==> src/bdhr_pkg.sv <==
// Shared types and constants for the button debounce / hold / repeat unit.
// No dependencies.
package bdhr_pkg;

  // Configuration port geometry
  localparam int CFG_ADDR_W = 3;
  localparam int CFG_DATA_W = 16;

  // Configuration register indexes
  localparam logic [CFG_ADDR_W-1:0] REG_ACTIVE_LEVEL    = 3'd0;
  localparam logic [CFG_ADDR_W-1:0] REG_REPEAT_ENABLE   = 3'd1;
  localparam logic [CFG_ADDR_W-1:0] REG_HOLD_TIME       = 3'd2;
  localparam logic [CFG_ADDR_W-1:0] REG_REPEAT_INTERVAL = 3'd3;
  localparam logic [CFG_ADDR_W-1:0] REG_DEBOUNCE        = 3'd4;

  // Reset values
  localparam logic [15:0] HOLD_TIME_RST       = 16'd1000;
  localparam logic [15:0] REPEAT_INTERVAL_RST = 16'd200;
  localparam logic [15:0] DEBOUNCE_RST        = 16'd50;

  // Button phase
  typedef enum logic [1:0] {
    PH_IDLE    = 2'd0,
    PH_PRESSED = 2'd1,
    PH_HELD    = 2'd2
  } phase_t;

  // Configuration set seen by the core
  typedef struct packed {
    logic        active_level;
    logic        repeat_enable;
    logic [15:0] hold_time_ms;
    logic [15:0] repeat_interval_ms;
    logic [15:0] debounce_ms;
  } cfg_t;

endpackage

==> src/bdhr_cfg.sv <==
// Configuration register bank for the button debounce / hold / repeat unit.
// Depends on bdhr_pkg.
module bdhr_cfg (
  input  logic                             clk,
  input  logic                             rst,
  input  logic                             cfg_we,
  input  logic [bdhr_pkg::CFG_ADDR_W-1:0]  cfg_index,
  input  logic [bdhr_pkg::CFG_DATA_W-1:0]  cfg_data,
  output bdhr_pkg::cfg_t                   cfg
);
  import bdhr_pkg::*;

  cfg_t regs;

  // Register writes; zero writes to hold time and repeat interval are dropped
  always_ff @(posedge clk) begin
    if (rst) begin
      regs.active_level       <= 1'b0;
      regs.repeat_enable      <= 1'b0;
      regs.hold_time_ms       <= HOLD_TIME_RST;
      regs.repeat_interval_ms <= REPEAT_INTERVAL_RST;
      regs.debounce_ms        <= DEBOUNCE_RST;
    end else if (cfg_we) begin
      case (cfg_index)
        REG_ACTIVE_LEVEL:    regs.active_level  <= cfg_data[0];
        REG_REPEAT_ENABLE:   regs.repeat_enable <= cfg_data[0];
        REG_HOLD_TIME: begin
          if (cfg_data != '0) regs.hold_time_ms <= cfg_data;
        end
        REG_REPEAT_INTERVAL: begin
          if (cfg_data != '0) regs.repeat_interval_ms <= cfg_data;
        end
        REG_DEBOUNCE:        regs.debounce_ms   <= cfg_data;
        default: ;
      endcase
    end
  end

  assign cfg = regs;

endmodule

==> src/bdhr_core.sv <==
// Debounce / hold / repeat state machine; one poll is evaluated per step.
// Depends on bdhr_pkg.
module bdhr_core #(
  parameter int TIME_BITS = 32
) (
  input  logic           clk,
  input  logic           rst,
  input  logic           step,
  input  logic [31:0]    now_ms,
  input  logic           pin_level,
  input  bdhr_pkg::cfg_t cfg,
  output logic           impulse,
  output logic           held
);
  import bdhr_pkg::*;

  phase_t               phase, phase_next;
  logic [TIME_BITS-1:0] debounce_until, debounce_until_next;
  logic [TIME_BITS-1:0] press_time, press_time_next;
  logic [TIME_BITS-1:0] next_repeat_time, next_repeat_time_next;

  logic [TIME_BITS-1:0] now_t;
  logic [TIME_BITS-1:0] debounce_deadline;
  logic [TIME_BITS-1:0] hold_deadline;
  logic [TIME_BITS-1:0] repeat_deadline;
  logic                 pressed;
  logic                 lock_over;
  logic                 hold_reached;
  logic                 repeat_due;

  // Time arithmetic, wrapping at TIME_BITS
  assign now_t             = TIME_BITS'(now_ms);
  assign pressed           = (pin_level == cfg.active_level);
  assign debounce_deadline = now_t + TIME_BITS'(cfg.debounce_ms);
  assign hold_deadline     = press_time + TIME_BITS'(cfg.hold_time_ms);
  assign repeat_deadline   = now_t + TIME_BITS'(cfg.repeat_interval_ms);
  assign lock_over         = (now_t >= debounce_until);
  assign hold_reached      = (now_t >= hold_deadline);
  assign repeat_due        = cfg.repeat_enable && (now_t >= next_repeat_time);

  // Next phase; a release seen after the debounce lock beats entry to held
  always_comb begin
    phase_next = phase;
    case (phase)
      PH_PRESSED: begin
        if (lock_over && !pressed) phase_next = PH_IDLE;
        else if (hold_reached)     phase_next = PH_HELD;
      end
      PH_HELD: begin
        if (!pressed) phase_next = PH_IDLE;
      end
      default: begin
        if (lock_over && pressed) phase_next = PH_PRESSED;
        else                      phase_next = PH_IDLE;
      end
    endcase
  end

  // Timestamps and impulse
  always_comb begin
    debounce_until_next   = debounce_until;
    press_time_next       = press_time;
    next_repeat_time_next = next_repeat_time;
    impulse               = 1'b0;
    case (phase)
      PH_PRESSED: begin
        if (lock_over && !pressed) debounce_until_next = debounce_deadline;
      end
      PH_HELD: begin
        if (!pressed) begin
          debounce_until_next = debounce_deadline;
        end else if (repeat_due) begin
          next_repeat_time_next = repeat_deadline;
          impulse               = 1'b1;
        end
      end
      default: begin
        if (lock_over && pressed) begin
          press_time_next     = now_t;
          debounce_until_next = debounce_deadline;
          impulse             = 1'b1;
        end
      end
    endcase
  end

  assign held = (phase_next == PH_HELD);

  // State registers
  always_ff @(posedge clk) begin
    if (rst) begin
      phase            <= PH_IDLE;
      debounce_until   <= '0;
      press_time       <= '0;
      next_repeat_time <= '0;
    end else if (step) begin
      phase            <= phase_next;
      debounce_until   <= debounce_until_next;
      press_time       <= press_time_next;
      next_repeat_time <= next_repeat_time_next;
    end
  end

endmodule

==> src/button_debounce_hold_repeat_unit.sv <==
// Top level of the button debounce / hold / repeat unit.
// Depends on bdhr_pkg, bdhr_cfg and bdhr_core.
//
// Usage:
//   Each input transaction on in_valid/in_ready is one poll: the millisecond
//   time now_ms and the sampled pin_level. Each poll yields exactly one
//   output transaction on out_valid/out_ready carrying impulse (press or
//   repeat) and held (phase after the poll).
//   Polls land in an input register, are evaluated by the state machine and
//   written to an output register once that is free or being emptied; the
//   core state and the output register update at the same edge. Throughput
//   is one poll per cycle while out_ready stays high, as the core updates
//   its state on every poll that moves on.
//   When the receiver stalls, the result waits in the output register, one
//   further poll waits in the input register, then in_ready drops.
//   Configuration writes (cfg_we, cfg_index, cfg_data) take effect on the
//   next edge and should be made with no poll in flight.
//   Reset (rst, synchronous) empties both registers, returns to idle with
//   all timestamps zero and loads the register defaults.
//   TIME_BITS sets the width of the internal time base; now_ms is truncated
//   or zero-extended to it and all sums wrap at that width.
module button_debounce_hold_repeat_unit #(
  parameter int TIME_BITS = 32
) (
  input  logic                            clk,
  input  logic                            rst,
  input  logic                            cfg_we,
  input  logic [bdhr_pkg::CFG_ADDR_W-1:0] cfg_index,
  input  logic [bdhr_pkg::CFG_DATA_W-1:0] cfg_data,
  input  logic                            in_valid,
  output logic                            in_ready,
  input  logic [31:0]                     now_ms,
  input  logic                            pin_level,
  output logic                            out_valid,
  input  logic                            out_ready,
  output logic                            impulse,
  output logic                            held
);
  import bdhr_pkg::*;

  cfg_t        cfg;
  logic        in_full;
  logic [31:0] in_now;
  logic        in_pin;
  logic        advance;
  logic        core_impulse;
  logic        core_held;

  bdhr_cfg u_cfg (
    .clk       (clk),
    .rst       (rst),
    .cfg_we    (cfg_we),
    .cfg_index (cfg_index),
    .cfg_data  (cfg_data),
    .cfg       (cfg)
  );

  // Poll moves on when the output register is free or being emptied
  assign advance  = in_full && (!out_valid || out_ready);
  assign in_ready = !in_full || advance;

  // Input register
  always_ff @(posedge clk) begin
    if (rst) begin
      in_full <= 1'b0;
    end else if (in_valid && in_ready) begin
      in_full <= 1'b1;
    end else if (advance) begin
      in_full <= 1'b0;
    end
  end

  always_ff @(posedge clk) begin
    if (in_valid && in_ready) begin
      in_now <= now_ms;
      in_pin <= pin_level;
    end
  end

  bdhr_core #(
    .TIME_BITS (TIME_BITS)
  ) u_core (
    .clk       (clk),
    .rst       (rst),
    .step      (advance),
    .now_ms    (in_now),
    .pin_level (in_pin),
    .cfg       (cfg),
    .impulse   (core_impulse),
    .held      (core_held)
  );

  // Output register
  always_ff @(posedge clk) begin
    if (rst) begin
      out_valid <= 1'b0;
    end else if (advance) begin
      out_valid <= 1'b1;
    end else if (out_ready) begin
      out_valid <= 1'b0;
    end
  end

  always_ff @(posedge clk) begin
    if (advance) begin
      impulse <= core_impulse;
      held    <= core_held;
    end
  end

endmodule
==> config.mk <==
export PLATFORM = sky130hd
export DESIGN_NAME = button_debounce_hold_repeat_unit
export DESIGN_NICKNAME = d
export VERILOG_FILES = /design/src/bdhr_pkg.sv /design/src/bdhr_cfg.sv /design/src/bdhr_core.sv /design/src/button_debounce_hold_repeat_unit.sv
export SDC_FILE = /design/constraint.sdc
export NUM_CORES = 1
export LEC_CHECK = 0
export ABC_AREA = 0
export BUFFER_PORTS_ARGS = -buffer_cell sky130_fd_sc_hd__buf_4
export CAP_MARGIN = 30
export CORE_UTILIZATION = 38
export DETAILED_ROUTE_END_ITERATION = 16
export SETUP_SLACK_MARGIN = 0.15
export SYNTH_ARGS = -nofsm -noshare
export SYNTH_HDL_FRONTEND = slang
export SYNTH_SLANG_ARGS = --single-unit
==> constraint.sdc <==
create_clock -name clk -period 3.83 [get_ports clk]
set_input_delay 0.1915 -clock clk [delete_from_list [all_inputs] [get_ports clk]]
set_output_delay 0.1915 -clock clk [all_outputs]
set_load 0.005 [all_outputs]
==> metrics <==
cell breakdown of the critical path ha_4 > inv_2 > fa_2 > nor2b_1 > o21a_1 > a311o_1 > a31oi_4 > o21ai_4 > o41ai_4 > buf_4 > nor2_4 > xnor2_2 > ha_1 > nand4_1 > nor2_1 > o311ai_1 > nand2_1 > a21oi_1 > o211ai_1 > o211ai_1 > buf_4 > o211ai_1 > and3_1; sequential area share after synthesis 34.9%; Main synth FF type dfxtp_1; Slowest cell on crit path a311o_1; Critical Path AT 4.43 ns; drt first pass iters 5; CTS tree built; # diodes 0; antenna-violating nets left 0; dpl ws -0.326 ns; most common cell after layout, fill and taps aside nor2_1; Mean Syn Cell Area 9.14 um^2; fmax 0.244 GHz; synth-to-layout area growth 19.4%; Post-Layout Cell Count 1805; final core occ 46.5%; main area contributors after synthesis dfxtp_1 (26%), ha_1 (16%), edfxtp_1 (9.0%); share of flip-flops with an asynchronous set or reset 0%; Leak 5.41 nW; # placed instances 1732; Hold Slack 0.0236 ns; Switching Fraction 27.4%; Remaining Overflow, GRT 0; max incr delay on CP 0.39 ns; P_int 3.36 mW; final hold vios 0; placed cell area 0.0128 mm^2; Slew HR 41.1%; Die ar. 0.0313 mm^2; failing checks setup timing; htree depth 4; post-route cell area 0.0139 mm^2; commonest cells after routing, fill and taps aside nor2_1 (162), dfxtp_1 (146), ha_1 (144); CTS max path bufs 2; drt initial violations 413; Setup CP Type flip-flop to flip-flop; CP dominant cell by count o211ai_1; layout cell share with drive strength beyond 1 13.7%; core area 0.0299 mm^2; combinational share of power 15.7%; EDFF count, synth 35; I/O Pins 61; Tmin final 4.09 ns; Final GP Congestion 0.867; DR vias/cell 5.10; Fillers 2865; critical path's top delay family compound AO/OA/AOI/OAI gates; clock-pin slew on the worst setup and hold paths 0.07 ns; Routed WL 28.7 mm; Clock power frac 38.6%; starting density of the core 38.9%; unrepaired setup endpoints after global routing yes; vias after detailed routing 9197; Root Driver clkbuf_16; Nets 1608; Net Sw Power 1.27 mW; Num CTS Buffers 17; Worst setup SP type flip-flop; Tot GR Track Use 19.4%; Remaining DRCs 0; crit end category flip-flop; CP required 4.17 ns; clock skew 0.0109 ns; DP Wirelength 21.5 mm; Max Cap Violations 0; Clock Latency Late Sink 0.45 ns; vias in the first global route 9208; Peak VDD IR 303 uV; FF-to-FF setup slack -0.26 ns; worst min-delay path category primary input to flip-flop; fin. max-slew vios 0; Syn Std Cell Area 0.0116 mm^2; critical path fanouts, max 2; Synth Instances 1272; WP buf/inv 3; final worst slack -0.262 ns; Clock Sinks 185; Yosys cell types 72; crit share post-route 107%; syn_nets 1478; Die Wd 177 um; yosys warns 0; area leader, netlist dfxtp_1; Reg power frac 45.7%; die height 177 um; post-synth top area share 25.8%; Final setup viols 3; status finished, violations left; largest net degree at the start of global routing 74; Worst Tran Pin Value 0.884 ns; pwr/cell area 334 mW/mm^2; routed len/inst 15.9 um; number of synthesized register bits 185; # rows 63; first-pass GRT wire length 47.4 mm; initial antenna violation count 0; IO buf count 60
-- path summary, 6_finish.rpt --
path                                            startpoint                      endpoint  cells past startpoint
worst max register to register  u_cfg.cfg[32]$_SDFFE_PP0P_  u_core.phase[1]$_SDFFE_PP0P_                     23
worst min register to register  u_cfg.cfg[11]$_SDFFE_PP0P_    u_cfg.cfg[11]$_SDFFE_PP0P_                      2
worst max-delay path            u_cfg.cfg[32]$_SDFFE_PP0P_  u_core.phase[1]$_SDFFE_PP0P_                     23
worst min-delay path                           cfg_data[3]    u_cfg.cfg[19]$_SDFFE_PP1P_                      3
-- cell type report --
type | count | area (um^2) | share of cell area, %
clock inverters | 12 | 139 | 1.00
flip-flops and latches | 185 | 4060 | 29.2
repair buffers | 151 | 1260 | 9.05
well taps | 390 | 488 | 3.51
multi-input cells | 959 | 7170 | 51.7
clock buffers | 20 | 437 | 3.15
inverters | 88 | 330 | 2.38
-- kinds of logic (layout without fill, tap and decap cells) --
group	Yosys count	in the layout	synth area share [%]
AOI/OAI and AO/OA	249	249	14.5
xor gates and xnor gates	89	89	6.77
adders and majority gates	149	149	16.2
buffers and inverters	128	271	4.60
DFF	185	185	34.9
muxes	94	94	8.11
and+or+nand+nor	378	378	14.9
-- registers in the layout, summed over array words and instances (netlist names) --
name,count
held,1
out_valid,1
u_core.next_repeat_time,32
in_full,1
in_pin,1
u_core.press_time,32
in_now,32
impulse,1
u_core.phase,2
u_cfg.cfg,50
u_core.debounce_until,32
-- synthesized netlist by cell type, drive strengths merged, types with 27 or more instances --
| master | instances |
|---|---|
| nor2 | 166 |
| inv | 88 |
| ha | 146 |
| dfxtp | 150 |
| xor2 | 41 |
| o21ai | 44 |
| mux2i | 92 |
| a211oi | 27 |
| xnor2 | 48 |
| nand2 | 92 |
| a21oi | 91 |
| edfxtp | 35 |
| nand3 | 27 |
-- power by group through the flow --
| stage | sequential (mW) | combinational, mW | clock [mW] |
|---|---|---|---|
| after floorplan | 2.14 | 0.471 | 0 |
| after global placement | 2.16 | 0.681 | 0 |
| after detailed placement | 2.16 | 0.693 | 0 |
| after CTS | 2.12 | 0.733 | 1.83 |
| after global routing | 2.13 | 0.820 | 1.91 |
| final | 2.12 | 0.729 | 1.79 |
-- per-layer routing --
| layer | GRT usage [%] | vias to the layer above | wire length, um |
|---|---|---|---|
| met5 | 0 | - | 0 |
| met4 | 6.72 | 0 | 635 |
| met3 | 3.33 | 39 | 700 |
| met2 | 33.9 | 119 | 14000 |
| met1 | 23.7 | 4281 | 13400 |
| li1 | - | 4758 | - |
-- through the flow --
stage / power, mW / setup TNS [ns]
6_report: 4.63 / -0.664
5_1_grt: 4.86 / -1.45
4_1_cts: 4.68 / -0.520
3_5_place_dp: 2.85 / -0.633
3_3_place_gp: 2.84 / -0.429
2_1_floorplan: 2.61 / 0
-- repair_timing --
item | in CTS | in global routing
pin swaps | 27 | 2
endpoints found under the hold margin | 34 | 0
setup buffers | 7 | 0
hold buffers | 34 | 0
resized for setup | 21 | 3
setup endpoints to repair | 3 | 3
-- tightest hold or removal path, delay by kind of cell --
family	cells	cell delay [ns]
buf+inv	1	0.12
simple gates	1	0.05
mux	1	0.07
(Power assumes the default switching activity.)
